$ cat config.mk
export PLATFORM = sky130hd
export DESIGN_NAME = arena_bump_allocator_top
export DESIGN_NICKNAME = d
export VERILOG_FILES = /design/src/rtl/aba_pkg.sv /design/src/rtl/aba_ctrl.sv /design/src/rtl/aba_datapath.sv /design/src/rtl/arena_bump_allocator_top.sv
export VERILOG_INCLUDE_DIRS = /design/src /design/src/rtl
export SDC_FILE = /design/constraint.sdc
export NUM_CORES = 2
export LEC_CHECK = 0
export ABC_AREA = 1
export ABC_CLOCK_PERIOD_IN_PS = 10790
export BUFFER_PORTS_ARGS = -buffer_cell sky130_fd_sc_hd__buf_2
export CORE_AREA = 2 2 388 390
export CTS_BUF_LIST = sky130_fd_sc_hd__clkbuf_4 sky130_fd_sc_hd__clkbuf_8
export DETAILED_ROUTE_END_ITERATION = 12
export DIE_AREA = 0 0 390 392
export GPL_TIMING_DRIVEN = 0
export PLACE_DENSITY_LB_ADDON = 0.3
export SYNTH_ARGS = -nofsm -noshare
export SYNTH_HDL_FRONTEND = slang
export SYNTH_SLANG_ARGS = --single-unit
$ cat constraint.sdc
create_clock -name clk -period 10.79 [get_ports clk]
set_clock_uncertainty 0.15 [all_clocks]
set_input_delay 1.079 -clock clk [delete_from_list [all_inputs] [get_ports clk]]
set_output_delay 1.079 -clock clk [all_outputs]
set_load 0.01 [all_outputs]
$ cat src/rtl/arena_bump_allocator_top_assert.svh
// Assertion macros shared by the arena bump allocator RTL.
// Depends on nothing; included by the modules that carry assertions.
`ifndef ARENA_BUMP_ALLOCATOR_TOP_ASSERT_SVH
`define ARENA_BUMP_ALLOCATOR_TOP_ASSERT_SVH

`ifndef ASSERT_OFF

`define ABA_ASSERT(lbl, ck, rn, prop, msg) \
    lbl: assert property (@(posedge ck) disable iff (!rn) (prop)) \
        else $error(msg);

`define ABA_ASSERT_NEXT(lbl, ck, rn, pre, post, msg) \
    lbl: assert property (@(posedge ck) disable iff (!rn) (pre) |=> (post)) \
        else $error(msg);

`else

`define ABA_ASSERT(lbl, ck, rn, prop, msg)

`define ABA_ASSERT_NEXT(lbl, ck, rn, pre, post, msg)

`endif

`endif

$ cat src/rtl/aba_pkg.sv
// Shared types, codes and constants of the arena bump allocator.
// Depends on nothing; used by aba_ctrl, aba_datapath and the top level.
`timescale 1ns / 1ps
`default_nettype none

package aba_pkg;

    localparam int          DEF_MAX_BLOCKS = 16;
    localparam int          DEF_MAX_ALIGN  = 16;
    localparam logic [31:0] DEF_MAX_ALLOC  = 32'hFFFF_FFFF;

    localparam int          SIZE_W = 32;
    localparam int          TOT_W  = 37;
    localparam int          BIDX_W = 4;

    localparam logic [31:0] BLOCK_SIZE_RST = 32'd4096;

    // Configuration space: one 32-bit register per word.
    localparam int          PADDR_W        = 3;
    localparam logic [0:0]  REG_BLOCK_SIZE = 1'b0;

    typedef enum logic [1:0] {
        REQ_ALLOC   = 2'd0,
        REQ_REWIND  = 2'd1,
        REQ_RELEASE = 2'd2,
        REQ_NONE    = 2'd3
    } req_type_t;

    typedef enum logic [1:0] {
        ST_OK    = 2'd0,
        ST_ALIGN = 2'd1,
        ST_LIMIT = 2'd2,
        ST_FULL  = 2'd3
    } status_t;

    typedef enum logic [1:0] {
        S_IDLE,
        S_NORM,
        S_SCAN
    } ctrl_state_t;

    typedef enum logic [3:0] {
        OP_NONE,
        OP_LOAD,
        OP_PREP,
        OP_SCAN,
        OP_REWIND,
        OP_RELEASE,
        OP_NOP,
        OP_ALIGN_ERR,
        OP_GRANT,
        OP_FRESH,
        OP_LIMIT_ERR,
        OP_FULL_ERR
    } dp_op_t;

    typedef struct packed {
        dp_op_t op;
    } dp_cmd_t;

    typedef struct packed {
        req_type_t req_type;
        logic      align_bad;
        logic      hit;
        logic      scan_done;
        logic      too_big;
        logic      table_full;
    } dp_sts_t;

endpackage

`default_nettype wire

$ cat src/rtl/aba_ctrl.sv
// Sequencer of the arena bump allocator: decode, block scan and commit.
// Depends on aba_pkg and arena_bump_allocator_top_assert.svh.
`timescale 1ns / 1ps
`default_nettype none
`include "arena_bump_allocator_top_assert.svh"

module aba_ctrl (
    input  wire              clk,
    input  wire              rst_n,
    input  wire              start,
    output logic             busy,
    output logic             done,
    output aba_pkg::dp_cmd_t cmd,
    input  aba_pkg::dp_sts_t sts
);
    import aba_pkg::*;

    ctrl_state_t state_reg;
    ctrl_state_t state_next;
    logic        done_reg;
    logic        done_next;

    always_ff @(posedge clk or negedge rst_n)
    begin
        if (!rst_n)
        begin
            state_reg <= S_IDLE;
            done_reg  <= 1'b0;
        end
        else
        begin
            state_reg <= state_next;
            done_reg  <= done_next;
        end
    end

    always_comb
    begin
        state_next = state_reg;
        done_next  = 1'b0;
        cmd.op     = OP_NONE;
        case (state_reg)
            S_IDLE:
            begin
                if (start)
                begin
                    cmd.op     = OP_LOAD;
                    state_next = S_NORM;
                end
            end
            S_NORM:
            begin
                state_next = S_IDLE;
                done_next  = 1'b1;
                case (sts.req_type)
                    REQ_ALLOC:
                    begin
                        if (sts.align_bad)
                        begin
                            cmd.op = OP_ALIGN_ERR;
                        end
                        else
                        begin
                            cmd.op     = OP_PREP;
                            state_next = S_SCAN;
                            done_next  = 1'b0;
                        end
                    end
                    REQ_REWIND:  cmd.op = OP_REWIND;
                    REQ_RELEASE: cmd.op = OP_RELEASE;
                    default:     cmd.op = OP_NOP;
                endcase
            end
            S_SCAN:
            begin
                if (sts.hit)
                begin
                    cmd.op     = OP_GRANT;
                    state_next = S_IDLE;
                    done_next  = 1'b1;
                end
                else if (sts.scan_done)
                begin
                    state_next = S_IDLE;
                    done_next  = 1'b1;
                    if (sts.too_big)
                    begin
                        cmd.op = OP_LIMIT_ERR;
                    end
                    else if (sts.table_full)
                    begin
                        cmd.op = OP_FULL_ERR;
                    end
                    else
                    begin
                        cmd.op = OP_FRESH;
                    end
                end
                else
                begin
                    cmd.op = OP_SCAN;
                end
            end
            default:
            begin
                state_next = S_IDLE;
            end
        endcase
    end

    assign busy = (state_reg != S_IDLE);
    assign done = done_reg;

    `ABA_ASSERT_NEXT(a_norm_after_accept, clk, rst_n, start && !busy, state_reg == S_NORM, "accept did not enter decode")
    `ABA_ASSERT(a_done_from_work, clk, rst_n, done_reg |-> $past(state_reg) != S_IDLE, "result without work")
    `ABA_ASSERT_NEXT(a_done_single, clk, rst_n, done_reg, !done_reg, "result strobe longer than one cycle")

endmodule

`default_nettype wire

$ cat src/rtl/aba_datapath.sv
// Datapath of the arena bump allocator: request registers, block tables,
// three-stage scan pipeline, totals and result registers.
// Depends on aba_pkg and arena_bump_allocator_top_assert.svh.
`timescale 1ns / 1ps
`default_nettype none
`include "arena_bump_allocator_top_assert.svh"

module aba_datapath #(
    parameter int          MAX_BLOCKS = aba_pkg::DEF_MAX_BLOCKS,
    parameter int          MAX_ALIGN  = aba_pkg::DEF_MAX_ALIGN,
    parameter logic [31:0] MAX_ALLOC  = aba_pkg::DEF_MAX_ALLOC
) (
    input  wire                           clk,
    input  wire                           rst_n,
    input  aba_pkg::dp_cmd_t              cmd,
    output aba_pkg::dp_sts_t              sts,
    input  wire [1:0]                     req_type,
    input  wire [aba_pkg::SIZE_W-1:0]     req_size,
    input  wire [aba_pkg::SIZE_W-1:0]     req_align,
    input  wire [aba_pkg::SIZE_W-1:0]     block_size,
    output aba_pkg::status_t              status,
    output logic [aba_pkg::BIDX_W-1:0]    block_index,
    output logic [aba_pkg::SIZE_W-1:0]    region_offset,
    output logic [aba_pkg::TOT_W-1:0]     bytes_in_use,
    output logic [aba_pkg::TOT_W-1:0]     total_capacity
);
    import aba_pkg::*;

    localparam int          IDX_W      = (MAX_BLOCKS > 1) ? $clog2(MAX_BLOCKS) : 1;
    localparam int          CNT_W      = $clog2(MAX_BLOCKS + 1);
    localparam int          ALIGN_LOG  = $clog2(MAX_ALIGN + 1) - 1;
    // Largest power of two that does not exceed the alignment limit.
    localparam logic [31:0] ALIGN_CAP  = 32'(1) << ALIGN_LOG;
    localparam logic [31:0] MAX_ALIGN_W = 32'(MAX_ALIGN);

    // Request registers.
    req_type_t          type_reg;
    logic [SIZE_W-1:0]  size_reg;
    logic [SIZE_W-1:0]  align_reg;
    logic [SIZE_W-1:0]  mask_reg;
    logic [SIZE_W-1:0]  want_reg;

    // Allocator state.
    logic [CNT_W-1:0]      open_reg,   open_next;
    logic [IDX_W-1:0]      active_reg, active_next;
    logic [TOT_W-1:0]      used_reg,   used_next;
    logic [TOT_W-1:0]      captot_reg, captot_next;
    logic [MAX_BLOCKS-1:0] fv_reg,     fv_next;

    // Scan pipeline.
    logic [CNT_W-1:0]  scan_addr_reg, scan_addr_next;
    logic              v1_reg, v1_next;
    logic              v2_reg, v2_next;
    logic [SIZE_W-1:0] cap1_reg;
    logic [SIZE_W-1:0] fill1_reg;
    logic              fv1_reg;
    logic [IDX_W-1:0]  idx1_reg;
    logic [SIZE_W-1:0] o2_reg;
    logic [SIZE_W-1:0] cap2_reg;
    logic [IDX_W-1:0]  idx2_reg;

    // Block tables.
    logic [SIZE_W-1:0] cap_mem  [MAX_BLOCKS];
    logic [SIZE_W-1:0] fill_mem [MAX_BLOCKS];

    // Result registers.
    status_t           status_reg;
    logic [IDX_W-1:0]  bidx_reg;
    logic [SIZE_W-1:0] off_reg;

    logic [SIZE_W-1:0] mask_calc;
    logic [SIZE_W-1:0] want_calc;
    logic [SIZE_W:0]   align_sum;
    logic [SIZE_W-1:0] o_calc;
    logic [SIZE_W+1:0] end_sum;
    logic              addr_done;
    logic              hit;
    logic [IDX_W-1:0]  rd_idx;
    logic [IDX_W-1:0]  new_idx;
    logic              fill_wr_en;
    logic [IDX_W-1:0]  fill_wr_addr;
    logic [SIZE_W-1:0] fill_wr_data;
    logic [IDX_W+3:0]  bidx_ext;

    // Alignment mask: next power of two of the alignment, minus one.
    always_comb
    begin
        logic [SIZE_W-1:0] sm;
        sm = align_reg - 32'd1;
        sm = sm | (sm >> 1);
        sm = sm | (sm >> 2);
        sm = sm | (sm >> 4);
        sm = sm | (sm >> 8);
        sm = sm | (sm >> 16);
        mask_calc = (align_reg <= 32'd1) ? '0 : sm;
    end

    // Size of a fresh block: the default capacity, raised to the alignment
    // limit, or the request if that is larger.
    always_comb
    begin
        logic [SIZE_W-1:0] dflt;
        dflt      = (block_size < MAX_ALIGN_W) ? MAX_ALIGN_W : block_size;
        want_calc = (dflt > size_reg) ? dflt : size_reg;
    end

    assign rd_idx    = scan_addr_reg[IDX_W-1:0];
    assign new_idx   = open_reg[IDX_W-1:0];
    assign addr_done = (scan_addr_reg >= open_reg);

    // Stage two input: fill level aligned up, saturating on overflow.
    assign align_sum = {1'b0, (fv1_reg ? fill1_reg : {SIZE_W{1'b0}})} + {1'b0, mask_reg};
    assign o_calc    = align_sum[SIZE_W] ? '1 : (align_sum[SIZE_W-1:0] & ~mask_reg);

    // A saturated offset never fits because the size is at least one.
    assign end_sum = {2'b00, o2_reg} + {2'b00, size_reg};
    assign hit     = v2_reg && (end_sum <= {2'b00, cap2_reg});

    assign sts.req_type   = type_reg;
    assign sts.align_bad  = (align_reg > ALIGN_CAP);
    assign sts.hit        = hit;
    assign sts.scan_done  = !v1_reg && !v2_reg && addr_done;
    assign sts.too_big    = (want_reg > MAX_ALLOC);
    assign sts.table_full = (open_reg >= CNT_W'(MAX_BLOCKS));

    always_comb
    begin
        open_next      = open_reg;
        active_next    = active_reg;
        used_next      = used_reg;
        captot_next    = captot_reg;
        fv_next        = fv_reg;
        scan_addr_next = scan_addr_reg;
        v1_next        = v1_reg;
        v2_next        = v2_reg;
        case (cmd.op)
            OP_PREP:
            begin
                scan_addr_next = CNT_W'(active_reg);
                v1_next        = 1'b0;
                v2_next        = 1'b0;
            end
            OP_SCAN:
            begin
                if (!addr_done)
                begin
                    scan_addr_next = scan_addr_reg + CNT_W'(1);
                    v1_next        = 1'b1;
                end
                else
                begin
                    v1_next = 1'b0;
                end
                v2_next = v1_reg;
            end
            OP_REWIND:
            begin
                fv_next     = '0;
                active_next = '0;
                used_next   = '0;
            end
            OP_RELEASE:
            begin
                open_next   = '0;
                active_next = '0;
                used_next   = '0;
                captot_next = '0;
            end
            OP_GRANT:
            begin
                // The scan pipeline empties so no stale hit survives the grant.
                fv_next[idx2_reg] = 1'b1;
                active_next       = idx2_reg;
                used_next         = used_reg + TOT_W'(size_reg);
                v1_next           = 1'b0;
                v2_next           = 1'b0;
            end
            OP_FRESH:
            begin
                fv_next[new_idx] = 1'b1;
                open_next        = open_reg + CNT_W'(1);
                active_next      = new_idx;
                used_next        = used_reg + TOT_W'(size_reg);
                captot_next      = captot_reg + TOT_W'(want_reg);
            end
            default:
            begin
            end
        endcase
    end

    always_ff @(posedge clk or negedge rst_n)
    begin
        if (!rst_n)
        begin
            open_reg      <= '0;
            active_reg    <= '0;
            used_reg      <= '0;
            captot_reg    <= '0;
            fv_reg        <= '0;
            scan_addr_reg <= '0;
            v1_reg        <= 1'b0;
            v2_reg        <= 1'b0;
        end
        else
        begin
            open_reg      <= open_next;
            active_reg    <= active_next;
            used_reg      <= used_next;
            captot_reg    <= captot_next;
            fv_reg        <= fv_next;
            scan_addr_reg <= scan_addr_next;
            v1_reg        <= v1_next;
            v2_reg        <= v2_next;
        end
    end

    // Request capture and per-request precomputation.
    always_ff @(posedge clk)
    begin
        if (cmd.op == OP_LOAD)
        begin
            type_reg  <= req_type_t'(req_type);
            size_reg  <= (req_size == '0) ? SIZE_W'(1) : req_size;
            align_reg <= req_align;
        end
        if (cmd.op == OP_PREP)
        begin
            mask_reg <= mask_calc;
            want_reg <= want_calc;
        end
    end

    // Single write port into the fill table.
    always_comb
    begin
        fill_wr_en   = 1'b0;
        fill_wr_addr = idx2_reg;
        fill_wr_data = end_sum[SIZE_W-1:0];
        if (cmd.op == OP_GRANT)
        begin
            fill_wr_en = 1'b1;
        end
        else if (cmd.op == OP_FRESH)
        begin
            fill_wr_en   = 1'b1;
            fill_wr_addr = new_idx;
            fill_wr_data = size_reg;
        end
    end

    always_ff @(posedge clk)
    begin
        if (cmd.op == OP_SCAN && !addr_done)
        begin
            cap1_reg  <= cap_mem[rd_idx];
            fill1_reg <= fill_mem[rd_idx];
            fv1_reg   <= fv_reg[rd_idx];
            idx1_reg  <= rd_idx;
        end
        if (cmd.op == OP_SCAN)
        begin
            o2_reg   <= o_calc;
            cap2_reg <= cap1_reg;
            idx2_reg <= idx1_reg;
        end
        if (fill_wr_en)
        begin
            fill_mem[fill_wr_addr] <= fill_wr_data;
        end
        if (cmd.op == OP_FRESH)
        begin
            cap_mem[new_idx] <= want_reg;
        end
    end

    // Result capture on every committing operation.
    always_ff @(posedge clk)
    begin
        case (cmd.op)
            OP_GRANT:
            begin
                status_reg <= ST_OK;
                bidx_reg   <= idx2_reg;
                off_reg    <= o2_reg;
            end
            OP_FRESH:
            begin
                status_reg <= ST_OK;
                bidx_reg   <= new_idx;
                off_reg    <= '0;
            end
            OP_REWIND, OP_RELEASE, OP_NOP:
            begin
                status_reg <= ST_OK;
                bidx_reg   <= '0;
                off_reg    <= '0;
            end
            OP_ALIGN_ERR:
            begin
                status_reg <= ST_ALIGN;
                bidx_reg   <= '0;
                off_reg    <= '0;
            end
            OP_LIMIT_ERR:
            begin
                status_reg <= ST_LIMIT;
                bidx_reg   <= '0;
                off_reg    <= '0;
            end
            OP_FULL_ERR:
            begin
                status_reg <= ST_FULL;
                bidx_reg   <= '0;
                off_reg    <= '0;
            end
            default:
            begin
            end
        endcase
    end

    assign bidx_ext       = {4'b0000, bidx_reg};
    assign status         = status_reg;
    assign block_index    = bidx_ext[BIDX_W-1:0];
    assign region_offset  = off_reg;
    assign bytes_in_use   = used_reg;
    assign total_capacity = captot_reg;

    `ABA_ASSERT(a_hit_in_table, clk, rst_n, hit |-> CNT_W'(idx2_reg) < open_reg, "hit on a closed block")
    `ABA_ASSERT_NEXT(a_grant_used, clk, rst_n, cmd.op == OP_GRANT, used_reg == $past(used_reg) + TOT_W'(size_reg), "grant total mismatch")
    `ABA_ASSERT(a_open_bound, clk, rst_n, open_reg <= CNT_W'(MAX_BLOCKS), "open count above table size")

endmodule

`default_nettype wire

$ cat src/rtl/arena_bump_allocator_top.sv
// Top level of the arena bump allocator: configuration port, sequencer
// and datapath. Depends on aba_pkg, aba_ctrl and aba_datapath.
`timescale 1ns / 1ps
`default_nettype none

// Channel        Direction  Handshake                       Payload
// request        in         start high while busy low       req_type, req_size, req_align
// result         out        done, one cycle, no backpressure status, block_index,
//                                                           region_offset, bytes_in_use,
//                                                           total_capacity
// configuration  in/out     psel, penable, pwrite, pready   paddr, pwdata, prdata
//
// Rewind, release, an unknown request type and a refused alignment commit straight
// from decode. An allocate goes on to scan the table from the active block up to the
// last open block and commits on the first entry that fits, or after the whole scan
// on a miss; the scan pipeline reads one table entry per cycle.
// Reset puts the table empty with block_size at 4096; no clearing pass is needed.
// The result receiver cannot stall; done is high for exactly one cycle per
// transaction.

module arena_bump_allocator_top #(
    parameter int          MAX_BLOCKS = aba_pkg::DEF_MAX_BLOCKS,
    parameter int          MAX_ALIGN  = aba_pkg::DEF_MAX_ALIGN,
    parameter logic [31:0] MAX_ALLOC  = aba_pkg::DEF_MAX_ALLOC
) (
    input  wire                            clk,
    input  wire                            rst_n,
    // Request channel.
    input  wire                            start,
    output logic                           busy,
    input  wire  [1:0]                     req_type,
    input  wire  [aba_pkg::SIZE_W-1:0]     req_size,
    input  wire  [aba_pkg::SIZE_W-1:0]     req_align,
    // Result channel.
    output logic                           done,
    output logic [1:0]                     status,
    output logic [aba_pkg::BIDX_W-1:0]     block_index,
    output logic [aba_pkg::SIZE_W-1:0]     region_offset,
    output logic [aba_pkg::TOT_W-1:0]      bytes_in_use,
    output logic [aba_pkg::TOT_W-1:0]      total_capacity,
    // Configuration port.
    input  wire                            psel,
    input  wire                            penable,
    input  wire                            pwrite,
    input  wire  [aba_pkg::PADDR_W-1:0]    paddr,
    input  wire  [31:0]                    pwdata,
    output logic [31:0]                    prdata,
    output logic                           pready
);
    import aba_pkg::*;

    logic [SIZE_W-1:0] block_size_reg;
    logic [SIZE_W-1:0] block_size_next;
    logic [0:0]        cfg_idx;
    logic              cfg_wr;
    dp_cmd_t           cmd;
    dp_sts_t           sts;
    status_t           status_w;

    // The configuration port never inserts wait states. The register index
    // is the word address; writes to any other word are dropped and read
    // back as zero.
    assign pready  = 1'b1;
    assign cfg_idx = paddr[PADDR_W-1:2];
    assign cfg_wr  = psel && penable && pwrite && pready;

    always_comb
    begin
        block_size_next = block_size_reg;
        if (cfg_wr && cfg_idx == REG_BLOCK_SIZE)
        begin
            block_size_next = pwdata;
        end
    end

    always_ff @(posedge clk or negedge rst_n)
    begin
        if (!rst_n)
        begin
            block_size_reg <= BLOCK_SIZE_RST;
        end
        else
        begin
            block_size_reg <= block_size_next;
        end
    end

    assign prdata = (cfg_idx == REG_BLOCK_SIZE) ? block_size_reg : '0;

    // The sequencer walks each transaction through decode, scan and commit;
    // the datapath holds the block tables and totals and reports back the
    // decode and scan outcome.
    aba_ctrl u_ctrl (
        .clk   (clk),
        .rst_n (rst_n),
        .start (start),
        .busy  (busy),
        .done  (done),
        .cmd   (cmd),
        .sts   (sts)
    );

    aba_datapath #(
        .MAX_BLOCKS (MAX_BLOCKS),
        .MAX_ALIGN  (MAX_ALIGN),
        .MAX_ALLOC  (MAX_ALLOC)
    ) u_datapath (
        .clk            (clk),
        .rst_n          (rst_n),
        .cmd            (cmd),
        .sts            (sts),
        .req_type       (req_type),
        .req_size       (req_size),
        .req_align      (req_align),
        .block_size     (block_size_reg),
        .status         (status_w),
        .block_index    (block_index),
        .region_offset  (region_offset),
        .bytes_in_use   (bytes_in_use),
        .total_capacity (total_capacity)
    );

    assign status = status_w;

endmodule

`default_nettype wire
==> summary.txt <==
STA
  – Min Tclk post-route: 7.50 ns
  – Final setup TNS: 0 ns
  – Final hold violation count: 0
  – Fin crit share: 69.5%
  – Worst-Margin Slew: ~1.5 ns
  – Headroom to the max-slew limit: -2.22%
  – Max Clk Rate: 133 MHz
  – Hold WS: approximately 0.11 ns
  – RSZ-0062 raised after global routing: no
  – Slew Limit Fails: 23
  – Setup violators final: 0

Global route
  – First-pass GRT wire length: roughly 320000 um
  – Initial antenna violation count: 14
  – Total gr overflow: 0
  – Global Route Usage Sum: slightly below 30%
  – Vias in the first global route: 47920
  – Largest net degree at the start of global routing: 76

Critical path
  – WS Path Type: reg2reg
  – FF-to-FF End: u_datapath.fill_mem[10][21]
  – R2r setup slk: ~3.3 ns
  – CP arrival: 7.97 ns
  – Worst Path Max Fanout: 20
  – FF-to-FF path depth: 30
  – CP Capture Type: register
  – Worst path max stage delay: between 0.7 and 0.8 ns
  – CP Data Required Time: 11.26 ns
  – FF-to-FF Start: u_datapath.size_reg[0]
  – CP startpoint kind: register
  – Slowest cell on crit path: edfxtp_1
  – Most used cell, CP: nand2_1

Worst hold path
  – Min-Delay Path Class: in2reg
  – Hold path depth: 1
  – Hold Path End: u_datapath.type_reg[0]
  – Min-delay src: req_type[0]

Outcome
  – Status: finished, violations left
  – Failing checks: max-capacitance violations, max-slew violations

Pwr
  – Pleak: roughly 29 nW
  – Clk network pwr share: a little over a quarter
  – Pint: about 12 mW
  – Worst vdd ir: 0.230 mV
  – Sw power: 7.21 mW
  – Gate power share: a little under a third
  – Pwr per Cell Area: 248 mW/mm^2
  – Reg power frac: 43.5%
  – Sw Ratio: about two fifths

Logic synthesis
  – Mapped Cells: 6005
  – Async SR Flop Fraction: 9.59%
  – Largest cells by area after synthesis: edfxtp_1 60%, o21ai_0 5.4%, dfrtp_1 5.3%, nor2_1 4.8%, nand2_1 4.4%
  – Top_reg_cell synth: edfxtp_1
  – Syn Area/Cell: around 11 sq um
  – Synth unique cells: 64
  – Post-synth EDFFs: between 1000 and 1500
  – Sequential fraction of the synthesis area: between 60% and 70%
  – Top cells by count, synth: 1329 x edfxtp_1, 859 x nor2_1, 777 x nand2_1
  – Yosys top cell area share: 60.0%
  – Seq cells post-synth: 1470
  – Count leader, synth: edfxtp_1
  – Post-Syn Nets: approximately 6300
  – Yosys top cell by area: edfxtp_1
  – Ys Warns: 0
  – Post-Syn Area: between 0.06 and 0.07 sq mm

Routing
  – Drt drc: 0
  – Drt initial violations: approximately 6300
  – First-pass detailed-route iteration total: 10
  – Post-DRT Antenna Nets: 0
  – WL final: about 230000 um
  – Wire per inst: 26.0 um
  – Vias: between 50000 and 60000
  – Vias per cell: between 5 and 6

Final layout
  – Largest regs: u_datapath.cap_mem (512), u_datapath.fill_mem (512)
  – Final Net Count: between 6000 and 7000
  – Register area: ~0.043 sq mm
  – Final Util: 51.2%
  – Footprint of the multi-input gates: between 0.02 and 0.025 sq mm
  – Post-route cell area: 0.0762 sq mm
  – Share of cells above drive strength 1: 12.1%
  – Fillers: 13167
  – Area growth from synthesis to layout: 14.4%

Clocking
  – Clock sinks: approximately 1500
  – Clock transition at the registers of the reported paths: 0.06 ns
  – Max clock buf depth: 3
  – TritonCTS Buffers: 230
  – Clock Latency Late Sink: 1.00 ns
  – Clk root buf: clkbuf_8
  – Post-CTS Hold Buffers: 1
  – Post-CTS Resized: 0
  – Htree depth: 4
  – Setup bufs post-CTS: 0
  – CTS tree: done

Floorplanning
  – # IOs: between 200 and 300
  – Core footprint: around 0.15 sq mm
  – FP Rows: roughly 140
  – Starting Density: between 40 and 50%
  – Die Ht: 392 um
  – Die Span X: slightly below 400 um
  – Die Area: 0.153 sq mm

Placed design
  – Detail Placement HPWL: roughly 160000 um
  – Area after DPL: ~0.07 sq mm
  – GP Congestion: around 0.98
  – Buffers on Ports: about 250

Job
  – Max-cap viol count: 2
-- worst max-delay path: cells and delay by family (launching register included) --
kind,cells,cell delay [ns]
AND/OR/NAND/NOR,18,3.13
XOR/XNOR,1,0.44
flip-flops,1,0.79
buffers and inverters,3,0.46
AO/OA/AOI/OAI,5,1.20
adder cells (fa/ha/maj),3,0.89
-- kinds of logic after synthesis --
group | after synthesis | share of synthesized area [%]
AND/OR/NAND/NOR | 2021 | 12.5
flip-flops | 1470 | 65.3
AO/OA/AOI/OAI | 1432 | 12.2
buffers and inverters | 745 | 4.34
adder cells (fa/ha/maj) | 214 | 4.07
XOR/XNOR | 122 | 1.61
other | 1 | 0.00563
-- worst max-delay path by stage --
stage	from	end	slack (ns)	cells after the start
after floorplan	u_datapath.size_reg[3]	u_datapath.cap1_reg[0]	3.65	28
after global placement	u_datapath.size_reg[0]	u_datapath.fill1_reg[30]	-0.47	26
after detailed placement	u_datapath.size_reg[0]	u_datapath.fill_mem[10][30]	3.51	29
after CTS	u_datapath.size_reg[0]	u_datapath.fill_mem[10][21]	3.36	29
after global routing	u_datapath.size_reg[0]	u_datapath.fill_mem[7][31]	2.88	30
final	u_datapath.size_reg[0]	u_datapath.fill_mem[10][21]	3.29	30
-- power groups by stage --
stage	sequential, mW	combinational [mW]	clock (mW)
3_3_place_gp	8.37	5.27	0
5_1_grt	8.21	6.15	5.18
3_5_place_dp	8.29	5.59	0
4_1_cts	8.18	5.62	4.95
6_report	8.21	5.75	4.91
2_1_floorplan	7.97	3.08	0
-- layout by cell type (no fill, tap or decap), types with 13 or more instances in the layout --
cell type  netlist  layout
buf_2           21     269
buf_12           0      22
nand3_1        243     243
nor2_1         859     838
nor4_1          26      26
o21ai_1         70      65
nand2_1        777     776
o21a_1          13      13
o21ai_0        722     714
xor2_1          61      61
clkbuf_1       288     284
o22ai_1        160     160
o221ai_1       114     114
clkbuf_4         0      65
clkinv_2         0      32
xnor2_1         61      61
a21o_1          15      15
o211ai_1        32      32
nor3_1          21      21
nand2_2         15      16
nand4_1         38      38
clkbuf_8         0     242
dfrtp_1        140     140
inv_1          403     388
clkinv_1         2      65
edfxtp_1      1329    1329
nor2_4           6      27
inv_2            9      23
a21oi_1        242     242
ha_1           210     210
o21ai_2          4      17
-- final cells by class --
| class | count | area share, % |
|---|---|---|
| Antenna cell | 6 | 0.0197 |
| Buffer | 331 | 1.76 |
| Clock buffer | 307 | 5.01 |
| Clock inverter | 123 | 1.24 |
| Inverter | 414 | 2.04 |
| Multi-Input combinational cell | 3790 | 26.9 |
| Sequential cell | 1470 | 57.0 |
| Tap cell | 1944 | 3.19 |
| Timing Repair Buffer | 296 | 2.85 |
-- per-stage QoR --
stage	std cells	power, mW	worst slack, ns
CTS	8675	18.7	3.36
finish	8681	18.9	3.29
floorplan	6005	11.1	3.65
global placement	8198	13.6	-0.471
global route	8678	19.5	2.88
detailed placement	8244	13.9	3.51
-- layer usage --
metal	share of wire [%]	wire length, um	GRT usage, %
met5	0.015	35	0
met4	5.1	11500	13.7
met3	11	25200	7.11
met2	45	101000	44.9
met1	39	88700	38.4
Power figures use the tool's default switching activity.
